--- config.mk ---
export PLATFORM = sky130hd
export DESIGN_NAME = fct_front
export DESIGN_NICKNAME = d
export VERILOG_FILES = /design/src/rtl/fct_pkg.sv /design/src/rtl/fct_front.sv
export SDC_FILE = /design/constraint.sdc
export NUM_CORES = 1
export LEC_CHECK = 0
export BUFFER_PORTS_ARGS = -buffer_cell sky130_fd_sc_hd__clkbuf_2
export CAP_MARGIN = 40
export CORE_ASPECT_RATIO = 0.8
export CORE_MARGIN = 5
export CORE_UTILIZATION = 40
export DETAILED_ROUTE_END_ITERATION = 8
export PLACE_DENSITY_LB_ADDON = 0.1
export SLEW_MARGIN = 20
export SYNTH_ARGS = -nofsm -noshare
export SYNTH_HDL_FRONTEND = slang
export SYNTH_SLANG_ARGS = --single-unit
--- constraint.sdc ---
create_clock -name clk -period 27.8 [get_ports clk]
set_input_delay 5.56 -clock clk [delete_from_list [all_inputs] [get_ports clk]]
set_output_delay 5.56 -clock clk [all_outputs]
set_load 0.01 [all_outputs]
--- src/rtl/fct_pkg.sv ---
package fct_pkg;

  localparam int COORD_W = 32;
  localparam int CORNER_W = COORD_W + 1;
  localparam int PROD_W = COORD_W + CORNER_W;
  localparam int SUM_W = PROD_W + 3;

  localparam logic [2:0] CMD_WRITE  = 3'd0;
  localparam logic [2:0] CMD_POINT  = 3'd1;
  localparam logic [2:0] CMD_SPHERE = 3'd2;
  localparam logic [2:0] CMD_BOX    = 3'd3;
  localparam logic [2:0] CMD_CUBE   = 3'd4;

  typedef struct packed {
    logic        is_box;
    logic        is_sphere;
    logic signed [COORD_W-1:0] cx;
    logic signed [COORD_W-1:0] cy;
    logic signed [COORD_W-1:0] cz;
    logic signed [COORD_W-1:0] sx;
    logic signed [COORD_W-1:0] sy;
    logic signed [COORD_W-1:0] sz;
  } query_t;

endpackage

--- src/rtl/fct_front.sv ---
module fct_front import fct_pkg::*; #(
  parameter int NUM_PLANES = 6
) (
  input  logic         clk,
  input  logic         rst,
  input  logic         in_valid,
  output logic         in_ready,
  input  logic [2:0]   cmd,
  input  logic [2:0]   plane_index,
  input  logic [1:0]   component_index,
  input  logic [31:0]  coef_value,
  input  query_t       q_in,
  output logic         wr_en,
  output logic [$clog2(NUM_PLANES*4)-1:0] wr_addr,
  output logic [31:0]  wr_data,
  output logic         q_valid,
  input  logic         q_ready,
  output query_t       q_out
);

  localparam int DEPTH = 2;

  query_t    fifo [DEPTH];
  logic      wptr, rptr;
  logic [1:0] count;
  logic      push, pop, is_query;

  assign is_query = (cmd == CMD_POINT) || (cmd == CMD_SPHERE) ||
                    (cmd == CMD_BOX) || (cmd == CMD_CUBE);
  // queries need a free slot; writes wait until no query is queued or running
  // (back end idle) so earlier queries see the old planes; dropped codes pass
  assign in_ready = is_query ? (count != 2'(DEPTH))
                             : ((cmd != CMD_WRITE) || (count == 2'd0 && q_ready));
  assign push = in_valid && in_ready && is_query;
  assign pop  = q_valid && q_ready;
  assign q_valid = count != 2'd0;
  assign q_out = fifo[rptr];

  assign wr_en = in_valid && in_ready && (cmd == CMD_WRITE) &&
                 (32'(plane_index) < 32'(NUM_PLANES));
  assign wr_addr = $bits(wr_addr)'({plane_index, component_index});
  assign wr_data = coef_value;

  always_ff @(posedge clk) begin
    if (push) fifo[wptr] <= q_in;
    if (rst) begin
      wptr <= 1'b0;
      rptr <= 1'b0;
      count <= 2'd0;
    end else begin
      if (push) wptr <= ~wptr;
      if (pop) rptr <= ~rptr;
      count <= count + 2'(push) - 2'(pop);
    end
  end

  assert property (@(posedge clk) disable iff (rst) count <= 2'(DEPTH))
    else $error("queue overflow");
  assert property (@(posedge clk) disable iff (rst)
    (count == 2'(DEPTH) && !pop) |=> count == 2'(DEPTH))
    else $error("full queue lost entry");
  assert property (@(posedge clk) disable iff (rst) wr_en |-> !push)
    else $error("write and query at once");

endmodule

# Word level (Yosys, flattened, before mapping)
# Memory sizes are Yosys's and may differ from the RTL's. A register that Yosys moved wholly into a read port is not among the register bits.
# Cells that the tools add are included.
# word_totals
mem_count	1
word_cells	33
latchBits	0
out_inout_bits	234
romBits	0
in_bits	238
ff_bits	4
ramBits	388
# op_classes
n_div	0
bitwise	2
reduce_logical	14
addsub	2
muxes	5
order_cmp	1
n_eq_ne	5
mul	0
shifts	0
# mem_list
memory	words	width	rd	rd_clocked_by_memory_dff	write_ports	line_no	rtl
fifo	2	194	1	1	1	fct_front.sv:23	query_t fifo [DEPTH];
# op_table
cell	count
3-bit by 2-bit equality test with 1-bit output, second input constant	2
1-bit logical AND	6
1-bit 2-to-1 mux	5
1-bit logical OR	4
3-bit by 1-bit equality test with 1-bit output, second input constant	1
3-bit equality test, second input constant	1
3-bit logical NOT	1
3-bit less-than comparator, second input constant	1
3-bit nonzero test	1
2-bit by 1-bit adder with 2-bit output	1
2-bit logical NOT	1
2-bit != test, second input constant	1
1-bit inverter	2
2-bit nonzero test	1
2-bit by 1-bit subtractor with 2-bit output	1

# Logic depth before layout (Yosys ltp)
# Gate-level depths: netlist (run 1).
# depth
depth_word	9
ltp_mapped	8
depth_no_buf	8

# Worst setup path after synthesis (run 1)
# Ideal clock, no wire load.
# synth_path
kind	in2reg
from	in cmd[1]
to	mem fifo[0][0] in the netlist's numbering (enable)
setup_slack_ps	13117
path_stages	3
arrival_ps	13931
cell_sequence	o21ai_2 -> nand4b_4 -> nor2_1
# synth_via
elab_chain_cells	9
word_cells_on_any_way	14
# synth_rtl
element	line_no	rtl
start, declared	fct_front.sv:8	input logic [2:0] cmd,
3-bit by 1-bit equality test with 1-bit output / 3-bit by 2-bit equality test with 1-bit output (equally long branches)	fct_front.sv:28	assign is_query = (cmd == CMD_POINT) || (cmd == CMD_SPHERE) ||
1-bit logical OR (2 in series)	fct_front.sv:28	
1-bit logical OR	fct_front.sv:29	(cmd == CMD_BOX) || (cmd == CMD_CUBE);
1-bit 2-to-1 mux	fct_front.sv:32	assign in_ready = is_query ? (count != 2'(DEPTH))
1-bit logical AND	fct_front.sv:34	assign push = in_valid && in_ready && is_query;
1-bit logical AND *	fct_front.sv:34	
1-bit 2-to-1 mux *	fct_front.sv:45	if (push) fifo[wptr] <= q_in;
1-bit 2-to-1 mux (implied by the code) *	fct_front.sv:45	
end, declared	fct_front.sv:23	
# Every way passes the cells marked *; elsewhere a longest branch is shown, timed or not.

# Worst setup path in the final report (run 1)
# layout_path
from	in cmd[1]
to	out wr_en
# layout_via
elab_chain_cells	8
word_cells_on_any_way	14
# layout_rtl
element	line_no	rtl
3-bit by 1-bit equality test with 1-bit output / 3-bit by 2-bit equality test with 1-bit output (equally long branches)	fct_front.sv:28	
1-bit logical OR (2 in series)	fct_front.sv:28	
1-bit logical OR	fct_front.sv:29	
1-bit 2-to-1 mux	fct_front.sv:32	
1-bit logical AND	fct_front.sv:39	assign wr_en = in_valid && in_ready && (cmd == CMD_WRITE) &&
1-bit logical AND * (2 in series)	fct_front.sv:39	
end, declared	fct_front.sv:13	output logic wr_en,
# Marked as above.

==> reports/results.ini, run 1 <==
[run_status]
run_status=complete, no violations

[cts]
clk_pin_slew_ns=0.06
cts_tree=yes
clockBufferDepth=3
cts_post_setup_buffers_inserted=0
clock_latency_ns=0.54
htreeDepth=2
cts_hold_buf=0
cts_resized=0
cts_made_buffers=43
cts_root_buffer=clkbuf_16
cts_sinks=393

[power]
vdd.ir_drop.worst_uv=49.21
power_density_nw_per_um2=91.30
leakage_nw=7.427
finalPower_w=0.001736

[timing]
final-hold-violation-count=0
final.setup.tns_ns=0
grt_setup_unrepaired=no
fmax_ghz=0.08418
period_needed_ns=11.88
holdWs_ns=0.5156
setup_slack_ns=15.92
setup_violations=0
skew_ns=0.01647
tightestPinTransition_ns=0.6648
max_slew_margin_pct=55.68
slew_viol_final=0
final.period_utilization_pct=42.73

[place]
dpl.hpwl_um=23330
placed_area_um2=17670
port_buffers=401
dpl_worst_slack_ns=15.92
gp_congestion=0.7194

[die]
start_util_pct=40.17
io-pin-count=472
fp.dieW_um=228.3
core_um2=37960
fp.dieArea_um2=42140
rows=64
die_y_um=184.6

[critical_path]
timing.rr.end=fifo[0][115]
critPathCapture=wr_en
cp.required_ns=22.24
timing.rr.start=count[0]
critPathMaxStageDelay_ns=0.21
cp-start-kind=input port
startpoint=cmd[1]
cpMaxStageDelayCell=and4_1
reg2reg_depth=7
path_max_fanout=2
arrival_ns=6.32
reg2reg_slack_ns=25.13
critPathKind=in2out
crit_chain=clkbuf_2 -> o21ai_2 -> a32oi_1 -> and4_1 -> clkbuf_2
crit_top_cell=clkbuf_2
critPathCaptureType=primary output

[synth]
synth-main-ff-cell=edfxtp_1
synthTopCellsByCount=edfxtp_1 (388), mux2_4 (160), buf_4 (37)
syn_avg_cell_area_um2=22.62
synth-seq-area-share_pct=77.08
ys_ff_latch=393
synth_area_leaders=edfxtp_1 (76%), mux2_4 (16%), mux2_2 (2.5%), buf_4 (1.8%), buf_6 (1.3%)
synthesis.area_um2=15250
synth_top_area_cell=edfxtp_1
synth-edff-count=388
synth.most_common_cell=edfxtp_1
synth_fp_nets=914
async_flop_share_pct=0
synthDistinctLibCells=26
yosysWarnings=0
syn_inst=674
yosysTopAreaCellShare_pct=76.42

[grt]
antenna_found_initial=4
gr-usage-all-layers_pct=15.02
first_global_vias=7644
grt_pass1_wl_um=47900
grt_max_degree=52
gr-total-overflow=0

[detailed_routing]
num_vias=7466
firstDrtPassIters=4
highest_layer=met5
routedWlPerCell_um=20.52
wl_met1_um=12950
ant_nets=0
drcViolationCount=0
drt_iter0_markers=345
viasPerCell=4.643
dr_wl_met3_um=2558
wl_met2_um=16800
wl_um=33000

[layout]
drive_gt1_share_pct=61.15
fin_area_um2=19020
synthToLayoutAreaGrowth_pct=24.74
nets=1319

[worst_hold_path]
holdCritPathClass=reg2reg

[flow_run]
cap_violations=0

[flip-flops by register name (all words and copies together) (netlist names), named ones only]
signal  flops
fifo      388
count       2
rptr        1
wptr        1
[placed cells by master (no fill, tap or decap), drive strengths merged, types with 2 or more instances in the layout]
master	netlist	layout
ha	2	2
nand2b	2	2
nor2	7	7
clkbuf	0	454
inv	3	4
edfxtp	388	388
buf	59	18
dfxtp	5	5
nor3	2	2
bufinv	0	3
clkinv	0	20
mux2	195	195
[area by class of cell]
class	instances	area, um^2
Timing Repair Buffer	419	2292
Fill cell	3182	18940
Clock buffer	53	1156
Inverter	3	11.26
Clock inverter	25	193.9
Sequential cell	393	11760
Tap cell	495	619.3
Multi-Input combinational cell	219	2988
Antenna cell	1	2.502
[logic make-up (layout without fill, tap and decap cells)]
group | after synthesis | count (layout) | share of synthesized area, %
AO/OA/AOI/OAI | 3 | 3 | 0.1642
adder cells (fa/ha/maj) | 2 | 2 | 0.1641
buffers and inverters | 62 | 500 | 3.422
AND/OR/NAND/NOR | 17 | 17 | 0.7140
multiplexers | 195 | 195 | 18.34
flip-flops | 393 | 393 | 77.08
other | 0 | 1 | 0
XOR/XNOR | 2 | 2 | 0.1149
[critical path: cells and delay by family]
| family | cells | cell delay [ns] |
|---|---|---|
| buffers and inverters | 2 | 0.22 |
| AND/OR/NAND/NOR | 1 | 0.21 |
| AO/OA/AOI/OAI | 2 | 0.33 |
[worst min-delay path by stage]
stage / startpoint / endpoint / slack [ns] / cells after the start
2_1_floorplan: rptr / flop / 0.48 / 2
3_3_place_gp: rptr / flop / 0.50 / 2
3_5_place_dp: rptr / flop / 0.51 / 2
4_1_cts: rptr / flop / 0.52 / 2
5_1_grt: rptr / rptr / 0.55 / 2
6_report: rptr / rptr / 0.52 / 2
[power breakdown]
group	internal (W)	switching [W]	total, W
registers	0.000715	0.0000201	0.000736
clock network	0.000322	0.000219	0.000541
logic	0.000232	0.000227	0.000460
total	0.00127	0.000466	0.00174
[layer usage]
layer	up-vias	track usage [%]
met4	6	4.378
met1	3725	18.15
met2	253	25.45
met3	47	5.698
li1	3435	-
met5	-	0
[metrics by stage]
step / cells / utilization (%)
after CTS: 1607 / 50.10
final: 1608 / 50.11
after global routing: 1607 / 50.10
after detailed placement: 1529 / 46.54
after floorplan: 674 / -
after global placement: 1520 / 45.97
No activity file was read; power rests on OpenSTA's default activity.
==> run 2, diff against run 1 <==
Clock period 27.8 ns to 11.5 ns, I/O delays scaled along.
==> reports/results.ini, run 2 (same netlist as run 1, synthesis figures left out) <==
[detailed_routing]
firstDrtPassIters=4
drcViolationCount=0
drt_iter0_markers=258
num_vias=7361
ant_nets=0
viasPerCell=4.601
routedWlPerCell_um=20.38
wl_um=32600

[timing]
skew_ns=0.009953
final.setup.tns_ns=0
holdWs_ns=0.5097
slew_viol_final=0
final-hold-violation-count=0
final.period_utilization_pct=46.67
grt_setup_unrepaired=no
fmax_ghz=0.1863
setup_violations=0
max_slew_margin_pct=46.52
tightestPinTransition_ns=0.8022
period_needed_ns=5.367

[layout]
reg_top3=fifo x388, count x2
multi_input_area_um2=2988
mostFrequentLayoutCells=clkbuf_2 (401), edfxtp_1 (388), mux2_4 (160)
largest_reg_flops=388
nets=1315
fillers=3197
synthToLayoutAreaGrowth_pct=24.44
drive_gt1_share_pct=60.96
final_common_cell=clkbuf_2
regArea_um2=11760
regMostFlops=fifo

[critical_path]
cp.required_ns=9.20
timing.rr.end=fifo[0][149]
reg2reg_slack_ns=8.85
cp-start-kind=input port
path_max_fanout=2
critPathCaptureType=primary output
arrival_ns=3.07
startpoint=cmd[1]
reg2reg_depth=7
timing.rr.start=count[0]
critPathKind=in2out
critPathCapture=wr_en

[power]
power_density_nw_per_um2=220.0
leakage_nw=7.397
vdd.ir_drop.worst_uv=136.9
finalPower_w=0.004174

[cts]
cts_post_setup_buffers_inserted=0
clk_pin_slew_ns=0.06
cts_sinks=393
cts_root_buffer=clkbuf_16
htreeDepth=2
clockBufferDepth=3
cts_made_buffers=42
cts_hold_buf=0
cts_tree=yes
cts_resized=0
clock_latency_ns=0.53

[flow_run]
cap_violations=0

[grt]
first_global_vias=7794
gr-usage-all-layers_pct=14.78
grt_pass1_wl_um=47500
grt_max_degree=99
gr-total-overflow=0
antenna_found_initial=3

[die]
fp.dieArea_um2=42140
start_util_pct=40.17
core_um2=37960
die_y_um=184.6
rows=64
io-pin-count=472
fp.dieW_um=228.3

[place]
dpl.hpwl_um=22970
gp_congestion=0.7223
port_buffers=401

[run_status]
run_status=complete, no violations

[worst_hold_path]
holdCritPathClass=reg2reg

## run 2: cell types whose count changed in the layout (fill, tap and decap cells not counted), sizes merged
cell      previous run  this run
clkinvlp             1         0
buf                 18        15
clkbuf             454       456
clkinv              20        14
## run 2: critical path, stage by stage
cell and delay [ns]:
clkbuf_2 0.10, o21ai_2 0.19, a32oi_1 0.14, and4_1 0.20, clkbuf_2 0.12
## run 2: worst min-delay path by stage
stage                     from   end  slack, ns  cells after the start
after global placement    rptr  flop       0.50                      2
final                     rptr  flop       0.51                      2
after detailed placement  rptr  flop       0.50                      2
after global routing      rptr  rptr       0.58                      2
after floorplan           rptr  flop       0.48                      2
after CTS                 rptr  flop       0.51                      2
## run 2: layout make-up
class	count	area share, %
Antenna cell	1	0.01319
Tap cell	495	3.265
Inverter	3	0.05936
Multi-Input combinational cell	219	15.75
Timing Repair Buffer	416	11.94
Clock buffer	55	6.133
Sequential cell	393	61.96
Clock inverter	18	0.8837
## run 2: power breakdown
| group | total [W] | internal [W] | switching (W) |
|---|---|---|---|
| combinational | 0.00109 | 0.000558 | 0.000529 |
| clock | 0.00130 | 0.000778 | 0.000518 |
| sequential | 0.00179 | 0.00173 | 0.0000607 |
## run 2: per-stage QoR
step / cells / utilization [%] / worst slack (ns) / instance area (um^2)
floorplan: 674 / - / 0.07726 / 15250
global placement: 1519 / 45.98 / 6.130 / 17450
detailed placement: 1526 / 46.47 / 6.121 / 17640
CTS: 1599 / 49.98 / 6.120 / 18970
global route: 1599 / 49.98 / 6.051 / 18970
finish: 1600 / 49.98 / 6.133 / 18970
## run 2: metal layers
layer	track usage (%)	up-vias	part of all wire, %	routed length (um)
li1	-	3426	-	-
met4	3.677	4	1.6	517
met1	17.70	3636	39	12780
met5	0	-	0.083	27
met3	5.206	44	7.1	2303
met2	25.87	251	52	16980
==> run 3, diff against run 2 <==
Settings changed: ABC_AREA from default to 1.
Clock period 11.5 ns to 5.6 ns, I/O delays scaled along.
==> reports/results.ini, run 3 <==
[timing]
fmax_ghz=0.2825
slew_viol_final=0
setup_slack_ns=2.061
period_needed_ns=3.539
final-hold-violation-count=0
tightestPinTransition_ns=0.6084
grt_setup_unrepaired=no
max_slew_margin_pct=59.34
setup_violations=0
skew_ns=0.01917
final.period_utilization_pct=63.20

[synth]
synth_fp_nets=924
async_flop_share_pct=0
synthesis.area_um2=15230
synth-main-ff-cell=edfxtp_1
yosysTopAreaCellShare_pct=76.51
yosysWarnings=0
synth_top_area_cell=edfxtp_1
synthDistinctLibCells=17
syn_inst=684
synth-seq-area-share_pct=77.17
synth-edff-count=388
syn_avg_cell_area_um2=22.26
ys_ff_latch=393
synthTopCellsByCount=edfxtp_1 (388), mux2_4 (160), buf_4 (37)
synth_area_leaders=edfxtp_1 (77%), mux2_4 (16%), mux2_2 (2.5%), buf_4 (1.8%), buf_6 (1.3%)
synth.most_common_cell=edfxtp_1

[layout]
regMostFlops=fifo
final_common_cell=clkbuf_2
largest_reg_flops=388
reg_top3=fifo x388, count x2
drive_gt1_share_pct=59.68
nets=1319
synthToLayoutAreaGrowth_pct=23.29
mostFrequentLayoutCells=clkbuf_2 (401), edfxtp_1 (388), mux2_4 (160)

[power]
seq_power_share_pct=45.2
vdd.ir_drop.worst_uv=264.2
p_int_w=0.005913
leakage_nw=7.335
power.share.clock_pct=31.5
switching_share_pct=26.13
finalPower_w=0.008005
power_density_nw_per_um2=426.4
pwr-share-comb_pct=23.3
p_switching_w=0.002092

[grt]
antenna_found_initial=3
first_global_vias=7823
grt_max_degree=92
gr-total-overflow=0
gr-usage-all-layers_pct=14.85
grt_pass1_wl_um=47850

[critical_path]
critPathMaxStageDelay_ns=0.64
reg2reg_slack_ns=3.26
reg2reg_depth=5
crit_family=buffers and inverters
timing.rr.start=count[0]
cp-start-kind=flop
cp.required_ns=4.48
cpMaxStageDelayCell=dfxtp_4
crit_chain=buf_12 -> buf_12 -> mux2_4 -> clkbuf_2
crit_buf_inv=3
critPathCaptureType=primary output
critPathKind=reg2out
crit_top_cell=buf_12
arrival_ns=2.42
path_max_fanout=59
timing.rr.end=fifo[0][156]

[detailed_routing]
ant_nets=0
drcViolationCount=0
drt_iter0_markers=390
viasPerCell=4.629
firstDrtPassIters=4
num_vias=7443
routedWlPerCell_um=20.36
wl_um=32730

[place]
dpl.hpwl_um=22410
gp_congestion=0.7515
dpl_worst_slack_ns=2.228
port_buffers=401

[run_status]
run_status=complete, no violations

[cts]
cts_sinks=393
cts_tree=yes
htreeDepth=2
clockBufferDepth=3
cts_resized=0
cts_post_setup_buffers_inserted=0
cts_root_buffer=clkbuf_16
clock_latency_ns=0.54
clk_pin_slew_ns=0.06
cts_hold_buf=0
cts_made_buffers=42

[die]
rows=64
fp.dieArea_um2=42100
start_util_pct=40.12
io-pin-count=472
die_y_um=184.5
core_um2=37960
fp.dieW_um=228.2

[worst_hold_path]
holdCritPathClass=reg2reg
hp-start=rptr
min_path_cells=1

[flow_run]
cap_violations=0

-- run 3: stage by stage --
stage	setup TNS, ns	hold WS (ns)	area, um^2	instances	utilization, %
finish	0	0.4516	18770	1608	49.46
global route	0	0.4978	18770	1608	49.46
CTS	0	0.4556	18770	1606	49.45
detailed placement	0	0.4390	17520	1530	46.15
global placement	0	0.4290	17500	1529	46.10
floorplan	-573.36	0.4255	15230	684	-
-- run 3: metal layers --
layer,track usage [%],routed length [um],vias up
met5,0,7,-
met4,4.112,639,2
met3,5.437,2418,45
li1,-,-,3446
met1,17.90,12950,3701
met2,25.49,16710,249
-- run 3: cell type report --
class                      count  area (um^2)
multi-input combinational    222         2944
clock inverter                21        130.1
timing repair buffer         410         2162
tap                          495        619.3
fill                        3275        19180
inverter                      10        37.54
antenna                        2        5.005
clock buffer                  55         1121
sequential                   393        11760
-- run 3: power groups by stage --
stage               combinational (W)  sequential (W)  clock [W]
floorplan                     0.00130         0.00369          0
global placement              0.00187         0.00371          0
detailed placement            0.00191         0.00369          0
CTS                           0.00191         0.00362    0.00260
global route                  0.00200         0.00364    0.00275
finish                        0.00187         0.00362    0.00252
-- run 3: kinds of logic (layout without fill, tap and decap cells) --
group | Yosys count | in the layout | share of synthesized area, %
flops | 393 | 393 | 77.17
mux | 194 | 194 | 18.29
buf+inv | 69 | 496 | 3.599
simple gates | 17 | 17 | 0.4601
compound gates | 8 | 8 | 0.2629
fa+ha+maj | 2 | 2 | 0.1643
xor+xnor | 1 | 1 | 0.05752
other cells | 0 | 2 | 0
-- run 3: how the worst max path moves through the flow --
stage                start          end  slack [ns]  cells past startpoint
global route          flop   q_out[105]        1.90                      4
finish                flop   q_out[105]        2.06                      4
global placement    cmd[1]  fifo[0][95]        2.29                      5
detailed placement  cmd[1]  fifo[0][95]        2.23                      5
CTS                   flop   q_out[105]        1.96                      4
floorplan           cmd[1]   fifo[1][0]       -1.48                      3
-- run 3: worst register-to-register path: cells and delay by family, from the launching register on --
kind          cells  cell delay, ns
simple gates      3            0.96
flops             1            0.33
buf+inv           2            0.52
